File: src/rtl/file_region_lock_table_unit_assert.svh
// Assertion macros for the region lock table unit.
`ifndef FILE_REGION_LOCK_TABLE_UNIT_ASSERT_SVH
`define FILE_REGION_LOCK_TABLE_UNIT_ASSERT_SVH

// Same-cycle implication, checked on clk, off while arst_n is low.
`define FRLT_ASSERT_NOW(label, ante, cons, msg) \
	label: assert property (@(posedge clk) disable iff (!arst_n) (ante) |-> (cons)) \
		else $error(msg);

// Next-cycle implication, checked on clk, off while arst_n is low.
`define FRLT_ASSERT_NEXT(label, ante, cons, msg) \
	label: assert property (@(posedge clk) disable iff (!arst_n) (ante) |=> (cons)) \
		else $error(msg);

`endif

File: src/rtl/frlt_pkg.sv
// Package: commands, sequencer states, shared types and defaults of the lock table.
package frlt_pkg;

	localparam int TABLE_ENTRIES_DEF = 32;
	localparam int CLUSTER_BITS_DEF  = 32;

	typedef enum logic [2:0] {
		CMD_LOCK       = 3'd0,
		CMD_UNLOCK     = 3'd1,
		CMD_IO_CHECK   = 3'd2,
		CMD_FILE_CLOSE = 3'd3,
		CMD_OWNER_CLOSE = 3'd4
	} cmd_t;

	typedef enum logic [1:0] {
		ST_IDLE,
		ST_SCAN,
		ST_DRAIN,
		ST_FIN
	} state_t;

	typedef struct packed {
		logic scan;
		logic fin;
	} ctl_t;

	typedef struct packed {
		logic file_eq;
		logic owner_eq;
		logic exact;
		logic overlap;
	} match_t;

endpackage

File: src/rtl/frlt_match.sv
// Shared compare unit: matches one table entry against the held request.
module frlt_match import frlt_pkg::*; #(
	parameter int CLUSTER_BITS = CLUSTER_BITS_DEF
) (
	input  logic [7:0]              e_drive,
	input  logic [CLUSTER_BITS-1:0] e_cluster,
	input  logic [15:0]             e_slot,
	input  logic [15:0]             e_owner,
	input  logic [31:0]             e_start,
	input  logic [31:0]             e_len,
	input  logic [7:0]              r_drive,
	input  logic [CLUSTER_BITS-1:0] r_cluster,
	input  logic [15:0]             r_slot,
	input  logic [15:0]             r_owner,
	input  logic [31:0]             r_start,
	input  logic [31:0]             r_len,
	input  logic [31:0]             r_end,
	output match_t                  m
);

	logic [31:0] e_end;

	assign e_end = e_start + e_len;

	always_comb begin
		m.file_eq  = (e_drive == r_drive) && (e_cluster == r_cluster) && (e_slot == r_slot);
		m.owner_eq = (e_owner == r_owner);
		m.exact    = (e_start == r_start) && (e_len == r_len);
		m.overlap  = (e_start < r_end) && (r_start < e_end);
	end

endmodule

File: src/rtl/frlt_ctrl.sv
// Sequencer: walks the table index once per request and flags the final step.
module frlt_ctrl import frlt_pkg::*; #(
	parameter int TABLE_ENTRIES = TABLE_ENTRIES_DEF,
	localparam int IW = (TABLE_ENTRIES > 1) ? $clog2(TABLE_ENTRIES) : 1
) (
	input  logic          clk,
	input  logic          arst_n,
	input  logic          start,
	output logic          busy,
	output ctl_t          ctl,
	output logic [IW-1:0] rd_idx
);

	localparam logic [IW-1:0] LAST_IDX = IW'(TABLE_ENTRIES - 1);

	state_t        state_q, state_nxt;
	logic [IW-1:0] idx_q;

	always_ff @(posedge clk or negedge arst_n) begin
		if (!arst_n) begin
			state_q <= ST_IDLE;
			idx_q   <= '0;
		end else begin
			state_q <= state_nxt;
			if (state_q == ST_SCAN) begin
				idx_q <= idx_q + IW'(1);
			end else begin
				idx_q <= '0;
			end
		end
	end

	always_comb begin
		state_nxt = state_q;
		unique case (state_q)
			ST_IDLE:  if (start) state_nxt = ST_SCAN;
			ST_SCAN:  if (idx_q == LAST_IDX) state_nxt = ST_DRAIN;
			ST_DRAIN: state_nxt = ST_FIN;
			ST_FIN:   state_nxt = ST_IDLE;
			default:  state_nxt = ST_IDLE;
		endcase
	end

	always_comb begin
		busy     = 1'b1;
		ctl.scan = 1'b0;
		ctl.fin  = 1'b0;
		unique case (state_q)
			ST_IDLE:  busy = 1'b0;
			ST_SCAN:  ctl.scan = 1'b1;
			ST_DRAIN: ;
			ST_FIN:   ctl.fin = 1'b1;
			default:  busy = 1'b0;
		endcase
	end

	assign rd_idx = idx_q;

endmodule

File: src/rtl/file_region_lock_table_unit.sv
// Top level: byte-range lock table with entry memory, valid bits and result register.
// A request passes the scan, drain and finish states before the registered done strobe.
// A new request is taken only while busy is low; busy stays high while the table is walked.
// The walk reads one entry per cycle from the entry memory through one compare unit.
// done stands for one cycle and status holds until the next result; the receiver cannot stall them.
// Reset clears all valid bits and the sequencer at once; no clearing pass is needed.
`include "file_region_lock_table_unit_assert.svh"

module file_region_lock_table_unit import frlt_pkg::*; #(
	parameter int TABLE_ENTRIES = TABLE_ENTRIES_DEF,
	parameter int CLUSTER_BITS  = CLUSTER_BITS_DEF
) (
	input  logic        clk,
	input  logic        arst_n,
	input  logic        start,
	output logic        busy,
	input  logic [2:0]  cmd,
	input  logic [7:0]  drive,
	input  logic [31:0] parent_cluster,
	input  logic [15:0] dir_slot,
	input  logic [15:0] owner,
	input  logic [31:0] region_start,
	input  logic [31:0] region_length,
	output logic        done,
	output logic        status
);

	localparam int IW      = (TABLE_ENTRIES > 1) ? $clog2(TABLE_ENTRIES) : 1;
	localparam int ENTRY_W = 8 + CLUSTER_BITS + 16 + 16 + 32 + 32;

	ctl_t          ctl;
	logic [IW-1:0] rd_idx;
	logic          accept;

	logic [2:0]              cmd_q;
	logic [7:0]              drive_q;
	logic [CLUSTER_BITS-1:0] cluster_q;
	logic [15:0]             slot_q;
	logic [15:0]             owner_q;
	logic [31:0]             start_q;
	logic [31:0]             len_q;
	logic [31:0]             end_q;
	logic                    len_zero;

	logic [ENTRY_W-1:0] mem [TABLE_ENTRIES];
	logic [ENTRY_W-1:0] rd_q;
	logic [TABLE_ENTRIES-1:0] valid_q;

	logic          vld_s1;
	logic [IW-1:0] idx_s1;

	logic [7:0]              e_drive;
	logic [CLUSTER_BITS-1:0] e_cluster;
	logic [15:0]             e_slot;
	logic [15:0]             e_owner;
	logic [31:0]             e_start;
	logic [31:0]             e_len;
	match_t                  m;

	logic          viol_q;
	logic          hit_q;
	logic          free_q;
	logic [IW-1:0] free_idx_q;
	logic          ev;
	logic          clr;
	logic          fin_status;
	logic          do_write;
	logic          done_q;
	logic          status_q;

	frlt_ctrl #(
		.TABLE_ENTRIES(TABLE_ENTRIES)
	) u_ctrl (
		.clk    (clk),
		.arst_n (arst_n),
		.start  (start),
		.busy   (busy),
		.ctl    (ctl),
		.rd_idx (rd_idx)
	);

	assign accept   = start && !busy;
	assign len_zero = (len_q == 32'd0);

	always_ff @(posedge clk) begin
		if (accept) begin
			cmd_q     <= cmd;
			drive_q   <= drive;
			cluster_q <= parent_cluster[CLUSTER_BITS-1:0];
			slot_q    <= dir_slot;
			owner_q   <= owner;
			start_q   <= region_start;
			len_q     <= region_length;
			end_q     <= region_start + region_length;
		end
	end

	always_ff @(posedge clk) begin
		if (do_write) begin
			mem[free_idx_q] <= {drive_q, cluster_q, slot_q, owner_q, start_q, len_q};
		end
		rd_q <= mem[rd_idx];
	end

	always_ff @(posedge clk or negedge arst_n) begin
		if (!arst_n) begin
			vld_s1 <= 1'b0;
		end else begin
			vld_s1 <= ctl.scan;
		end
	end

	always_ff @(posedge clk) begin
		idx_s1 <= rd_idx;
	end

	assign {e_drive, e_cluster, e_slot, e_owner, e_start, e_len} = rd_q;

	frlt_match #(
		.CLUSTER_BITS(CLUSTER_BITS)
	) u_match (
		.e_drive   (e_drive),
		.e_cluster (e_cluster),
		.e_slot    (e_slot),
		.e_owner   (e_owner),
		.e_start   (e_start),
		.e_len     (e_len),
		.r_drive   (drive_q),
		.r_cluster (cluster_q),
		.r_slot    (slot_q),
		.r_owner   (owner_q),
		.r_start   (start_q),
		.r_len     (len_q),
		.r_end     (end_q),
		.m         (m)
	);

	assign ev = vld_s1 && valid_q[idx_s1];

	always_comb begin
		clr = 1'b0;
		case (cmd_q)
			CMD_UNLOCK:      clr = ev && !hit_q && m.file_eq && m.owner_eq && m.exact;
			CMD_FILE_CLOSE:  clr = ev && m.file_eq;
			CMD_OWNER_CLOSE: clr = ev && m.owner_eq;
			default:         clr = 1'b0;
		endcase
	end

	always_comb begin
		fin_status = 1'b1;
		case (cmd_q) inside
			CMD_LOCK:        fin_status = !len_zero && (viol_q || !free_q);
			CMD_UNLOCK:      fin_status = !hit_q;
			CMD_IO_CHECK:    fin_status = viol_q;
			CMD_FILE_CLOSE,
			CMD_OWNER_CLOSE: fin_status = 1'b0;
			default:         fin_status = 1'b1;
		endcase
	end

	assign do_write = ctl.fin && (cmd_q == CMD_LOCK) && !len_zero && !viol_q && free_q;

	always_ff @(posedge clk or negedge arst_n) begin
		if (!arst_n) begin
			valid_q <= '0;
		end else if (do_write) begin
			valid_q[free_idx_q] <= 1'b1;
		end else if (clr) begin
			valid_q[idx_s1] <= 1'b0;
		end
	end

	always_ff @(posedge clk or negedge arst_n) begin
		if (!arst_n) begin
			viol_q     <= 1'b0;
			hit_q      <= 1'b0;
			free_q     <= 1'b0;
			free_idx_q <= '0;
		end else if (accept) begin
			viol_q <= 1'b0;
			hit_q  <= 1'b0;
			free_q <= 1'b0;
		end else if (vld_s1) begin
			if (cmd_q == CMD_LOCK && !valid_q[idx_s1]) begin
				free_q     <= 1'b1;
				free_idx_q <= idx_s1;
			end
			if (ev && !len_zero && m.file_eq && m.overlap) begin
				if (cmd_q == CMD_LOCK || (cmd_q == CMD_IO_CHECK && !m.owner_eq)) begin
					viol_q <= 1'b1;
				end
			end
			if (clr && cmd_q == CMD_UNLOCK) begin
				hit_q <= 1'b1;
			end
		end
	end

	always_ff @(posedge clk or negedge arst_n) begin
		if (!arst_n) begin
			done_q   <= 1'b0;
			status_q <= 1'b0;
		end else begin
			done_q <= ctl.fin;
			if (ctl.fin) begin
				status_q <= fin_status;
			end
		end
	end

	assign done   = done_q;
	assign status = status_q;

	`FRLT_ASSERT_NEXT(a_accept_busy, accept, busy, "request accepted but unit not busy")
	`FRLT_ASSERT_NOW(a_done_idle, done, !busy, "result strobe while still walking the table")
	`FRLT_ASSERT_NEXT(a_done_single, done, !done, "result strobe held for more than one cycle")
	`FRLT_ASSERT_NOW(a_write_no_clear, do_write, !vld_s1, "entry write overlaps the table walk")

endmodule

File: config.mk
export PLATFORM = sky130hd
export DESIGN_NAME = file_region_lock_table_unit
export DESIGN_NICKNAME = d
export VERILOG_FILES = /design/src/rtl/frlt_pkg.sv /design/src/rtl/frlt_match.sv /design/src/rtl/frlt_ctrl.sv /design/src/rtl/file_region_lock_table_unit.sv
export VERILOG_INCLUDE_DIRS = /design/src /design/src/rtl
export SDC_FILE = /design/constraint.sdc
export NUM_CORES = 2
export LEC_CHECK = 0
export BUFFER_PORTS_ARGS = -buffer_cell sky130_fd_sc_hd__buf_2
export CORE_MARGIN = 2
export CORE_UTILIZATION = 30
export DETAILED_ROUTE_END_ITERATION = 16
export SLEW_MARGIN = 20
export SYNTH_ARGS = -nofsm -noshare
export SYNTH_HDL_FRONTEND = slang
export SYNTH_MEMORY_MAX_BITS = 65536
export SYNTH_SLANG_ARGS = --single-unit
File: constraint.sdc
create_clock -name clk -period 21.6 [get_ports clk]
set_clock_uncertainty 0.2 [all_clocks]
set_input_delay 0 -clock clk [delete_from_list [all_inputs] [get_ports clk]]
set_output_delay 0 -clock clk [all_outputs]
set_load 0.01 [all_outputs]
Word-level counts from Yosys, hierarchy flattened:

Memory sizes are Yosys's and may differ from the RTL's. A register that Yosys moved wholly into a read port is not among the register bits.
Cells that the tools add are included.

* bits in registers: 226
* bits in writable memories: 4352
* logic and storage cells: 129
* memories: 1

* multiplexer cells: 32
* bitwise operators: 4
* reduce and logical (&&, ||, !) cells: 48
* equality and inequality tests: 16
* add/subtract/negate cells: 3
* $lt $le $gt $ge: 6

Memories
* mem: depth 32, width 136, read ports 1, clocked after memory_dff 1, wr ports 1, line file_region_lock_table_unit.sv:45 `logic [ENTRY_W-1:0] mem [TABLE_ENTRIES];`

Operator list (count)
* == test 32 bit: 3
* adder 32 bit: 2
* less-than comparator 32 bit: 2
* 2-to-1 mux 32 bit: 2
* AND 32 bit: 1
* == test 16 bit: 2
* zero test 32 bit: 1
* inverter 32 bit: 1
* OR 32 bit: 1
* logical AND 1 bit: 25
* 2-to-1 mux 1 bit: 22
* less-than comparator 5 x 6 -> 1 bit, second input constant: 2
* nonzero test 2 bit: 6
* demux 1 bit (select 5 bit): 2
* greater-or-equal comparator 5 x 1 -> 1 bit, second input constant: 2
* == test 8 bit: 1
* case mux 2 bit (4 select lines): 1
* == test 3 x 2 -> 1 bit, second input constant: 2
* zero test 1 bit: 6
* AND reduction 2 bit: 3
* AND reduction 3 bit: 2
* adder 5 x 1 -> 5 bit, second input constant: 1
* binary-select mux 1 bit (select 5 bit): 1
* == test 5 bit, second input constant: 1
* other kinds (13): 17

Logic depth before layout (Yosys ltp):

* word-level depth: 12
* mapped depth: 19
* gate-level depth less buffers: 19

By module:

Synthesis repeated with hierarchy kept, for this count alone.

* cell total of the unflattened synthesis: 7566
* area total of the unflattened synthesis: 180959.8 um^2

By module, submodules not included
* file_region_lock_table_unit: seq. area each 139719.0 um^2, area each 176018.8 um^2, instances 1, cells each 6940
* frlt_match: seq. area each 0.0 um^2, area each 4560.6 um^2, instances 1, cells each 595
* frlt_ctrl: seq. area each 175.2 um^2, area each 380.4 um^2, instances 1, cells each 31

Least setup slack after synthesis:

No wires, ideal clock.

* kind: register to register
* from: register len_q[24]
* to: memory mem[0][0] (netlist bit), enable pin
* stages on the path, launching flop included: 9
* buffers on the path: 1
* required time: 20.767 ns
* setup time: 0.633 ns
* slack: 12.788 ns
* arrival time: 7.979 ns
* path through: edfxtp_1 nor4_1 nand4_1 nor2_1 or4_1 or3_1 clkbuf_1 or3_1 nor2_1

* longest elaborated chain between the ends: 7

RTL lines
* start: declaration: line file_region_lock_table_unit.sv:41 `logic [31:0] len_q;`
* start signal: assignment: line file_region_lock_table_unit.sv:93 `len_q <= region_length;`
* zero test 32 bit: line file_region_lock_table_unit.sv:83 `assign len_zero = (len_q == 32'd0);`
* zero test 1 bit: line file_region_lock_table_unit.sv:162 `assign do_write = ctl.fin && (cmd_q == CMD_LOCK) && !len_zero && !viol_q && free_q;`
* logical AND 1 bit (3 in a row): line file_region_lock_table_unit.sv:162
* 2-to-1 mux 1 bit: line file_region_lock_table_unit.sv:99 `if (do_write) begin`
* 2-to-1 mux 1 bit (implied by the code): line file_region_lock_table_unit.sv:100 `mem[free_idx_q] <= {drive_q, cluster_q, slot_q, owner_q, start_q, len_q};`
* end: declaration: line file_region_lock_table_unit.sv:45

No other way between the ends.

Worst setup path after layout:

* from: register len_q[2]
* to: memory mem[18][126] (netlist bit), enable pin

The elaborated chain is that of the path after synthesis.

==> flow_metrics.tcl <==
set metrics [dict create \
    holdPathStages 3 \
    power.leakage_nw 65.0 \
    syn_inst 8361 \
    path_clk_slew_ns 0.06 \
    synth_area_per_cell_sq_um 21.7 \
    stdcell_count 17598 \
    holdCritStartpoint "drive[7]" \
    cts_max_level 5 \
    area_growth_pct 16.7 \
    num_io_pins 145 \
    drc_errors 0 \
    core_area_sq_um 602000 \
    cp_data_required_time_ns 21.93 \
    insertion_delay_ns 1.05 \
    antenna_found_initial 45 \
    layout_min_cycle_time_ns 6.99 \
    placementRows 285 \
    path_buf_inv 3 \
    crit_path_start_kind "flip-flop" \
    synth-main-ff-cell "edfxtp_1" \
    cp_max_fo 37 \
    ys_warn_count 0 \
    p_per_area_nw_per_um2 109 \
    io_buffers 144 \
    r2r_start "len_q[2]" \
    die_w_um 781 \
    synthTopCellsByArea "edfxtp_1 75%, mux4_2 13%, mux2i_1 1.9%, dfxtp_1 1.6%, o221ai_1 0.96%" \
    antenna_left 0 \
    syn-cell-area_sq_um 181000 \
    gp_congestion 0.858 \
    dp_cells 16428 \
    wl_per_cell_um 30.0 \
    slew_headroom_pct 17.6 \
    dr.pass1.iters 6 \
    vias 92906 \
    rsz0062_at_grt "no" \
    cts_tree "yes" \
    fin_crit_sh_pct 32.4 \
    ir_drop_v 0.0000977 \
    hold_viol 0 \
    drv_cap 0 \
    grt_overflow 0 \
    finalSetupViolCount 0 \
    path_common_cell "buf_4" \
    timing.hold.ws_ns 0.0580 \
    criticalPathCategory "flip-flop to flip-flop" \
    path_cells "nor4_1, nand4_1, nor2_1, or4_1, or3_1, or2_2, nor2_4, buf_4, buf_4, buf_4" \
    status "finished, final reports clean" \
    clock-sinks 4714 \
    routed_via_density 5.28 \
    path_depth 10 \
    critPathCaptureType "flip-flop" \
    synth-edff-count 4523 \
    crit_slowest_cell "edfxtp_1" \
    synth_nets 8636 \
    drt_iter0_markers 12606 \
    fmax_ghz 0.143 \
    yosysTopAreaCell "edfxtp_1" \
    tns_ns 0 \
    initial_core_util_pct 30.1 \
    grt_max_degree 138 \
    hp-class "primary input to flip-flop" \
    die-area_sq_um 611000 \
    post_cts.repair.setup_buffers 0 \
    nets 9441 \
    grt_pass1_vias 92602 \
    crit_arrival_ns 7.32 \
    crit_start "len_q[2]" \
    synth_top_area_share_pct 74.9 \
    die_y_um 781 \
    ctsRootBufferMaster "clkbuf_16" \
    synth_seq_area_share_pct 77.1 \
    r2r_setup_slack_ns 14.61 \
    grt_pass1_wl_mm 733 \
    worstMarginPinSlew_ns 1.23 \
    ys_ff_latch 4714 \
    synth.distinct_cells 64 \
    synthArstFlopShare_pct 1.06 \
    maxSlewViolCount 0 \
    drive_above_1_share_pct 24.5 \
    cts_made_buffers 454 \
    final_cell_mix "4523 x edfxtp_1, 1076 x mux4_2, 456 x clkbuf_16, 340 x mux2i_1, 292 x dlygate4sd3_1" \
    grt_usage_pct 16.7 \
    cts.path.max_buffers 4 \
    ff2ff_path_depth 10 \
    dp_hpwl_mm 279 \
    path_delay_family "simple AND/OR/NAND/NOR gates" \
    crit_path_max_incr_delay_ns 1.01 \
    routed_wl_mm 529 \
    final_common_cell "edfxtp_1" \
]
## stage by stage
stage          worst slack, ns  util, %  total power [W]  area [sq um]
5_1_grt                  14.30     35.2           0.0239        212000
4_1_cts                  14.51     35.1           0.0232        211000
3_3_place_gp             14.78     32.1           0.0152        193000
3_5_place_dp             14.64     32.1           0.0153        193000
6_report                 14.61     35.2           0.0231        212000
2_1_floorplan            12.79        -           0.0138        181000
## sequential cells by signal, summed over array words and instances (netlist names), 2 cells and up
name            cells
u_ctrl.rd_idx       5
u_ctrl.state_q      2
mem              4352
cluster_q          32
rd_q              136
start_q            32
end_q              32
len_q              32
idx_s1              5
valid_q            32
slot_q             16
drive_q             8
cmd_q               3
owner_q            16
free_idx_q          5
## cell usage after synthesis, drive strengths merged (13+ instances only)
master and instances:
a31oi 36, xor2 103, ha 131, xnor2 83, dfrtp 50, o21ai 150, nor4 37, mux4 1077
buf 188, nand2b 14, nand4 33, clkbuf 219, nand3 23, nor2 134, and3 14, nor2b 14
nor3 15, a211oi 47, inv 72, a21o 45, o221ai 199, a21oi 158, edfxtp 4523, mux2 50
nand2 268, mux2i 340, dfxtp 141, o22ai 85, or2 13
## layout make-up
class | instances | area [sq um]
repair buffers | 756 | 6650
well taps | 8036 | 10100
clock buffers | 576 | 12100
flip-flops and latches | 4714 | 140000
inverters | 72 | 285
fillers | 54937 | 391000
clock inverters | 270 | 2800
multi-input cells | 3168 | 39900
diodes | 6 | 15.0
## cell families after synthesis
| family | count (synthesis) | share of synthesized area [%] |
|---|---|---|
| compound gates | 789 | 2.93 |
| xor+xnor | 186 | 0.898 |
| fa+ha+maj | 133 | 0.926 |
| buf+inv | 479 | 1.06 |
| flops | 4714 | 77.1 |
| mux | 1467 | 15.6 |
| simple gates | 593 | 1.48 |
## worst min-delay path: stages
cell and delay, ns:
dlygate4sd3_1 0.55, buf_2 0.10, dlygate4sd3_1 0.53
## metal layers
metal / GRT usage (%) / routed length [um] / part of all wire (%)
met3: 2.66 / 47000 / 8.9
met1: 22.7 / 208000 / 39
met5: 0 / 101 / 0.019
met2: 27.7 / 255000 / 48
met4: 5.16 / 18400 / 3.5
## report_power, final
group          internal (W)  switching [W]
clock               0.00453        0.00347
sequential           0.0105       0.000301
combinational       0.00193        0.00245
## timing repair
item | CTS | global route
resized for setup | 0 | 0
hold buffers | 292 | 0
setup endpoints to repair | 0 | 0
endpoints found under the hold margin | 270 | 0
## worst paths after layout
check                                        end
worst max-delay path                mem[18][126]
worst min register to register            free_q
worst min-delay path                  drive_q[7]
max in group asynchronous       u_ctrl.rd_idx[0]
min in group asynchronous            valid_q[29]
worst max register to register      mem[18][126]
Power figures use the tool's default switching activity.
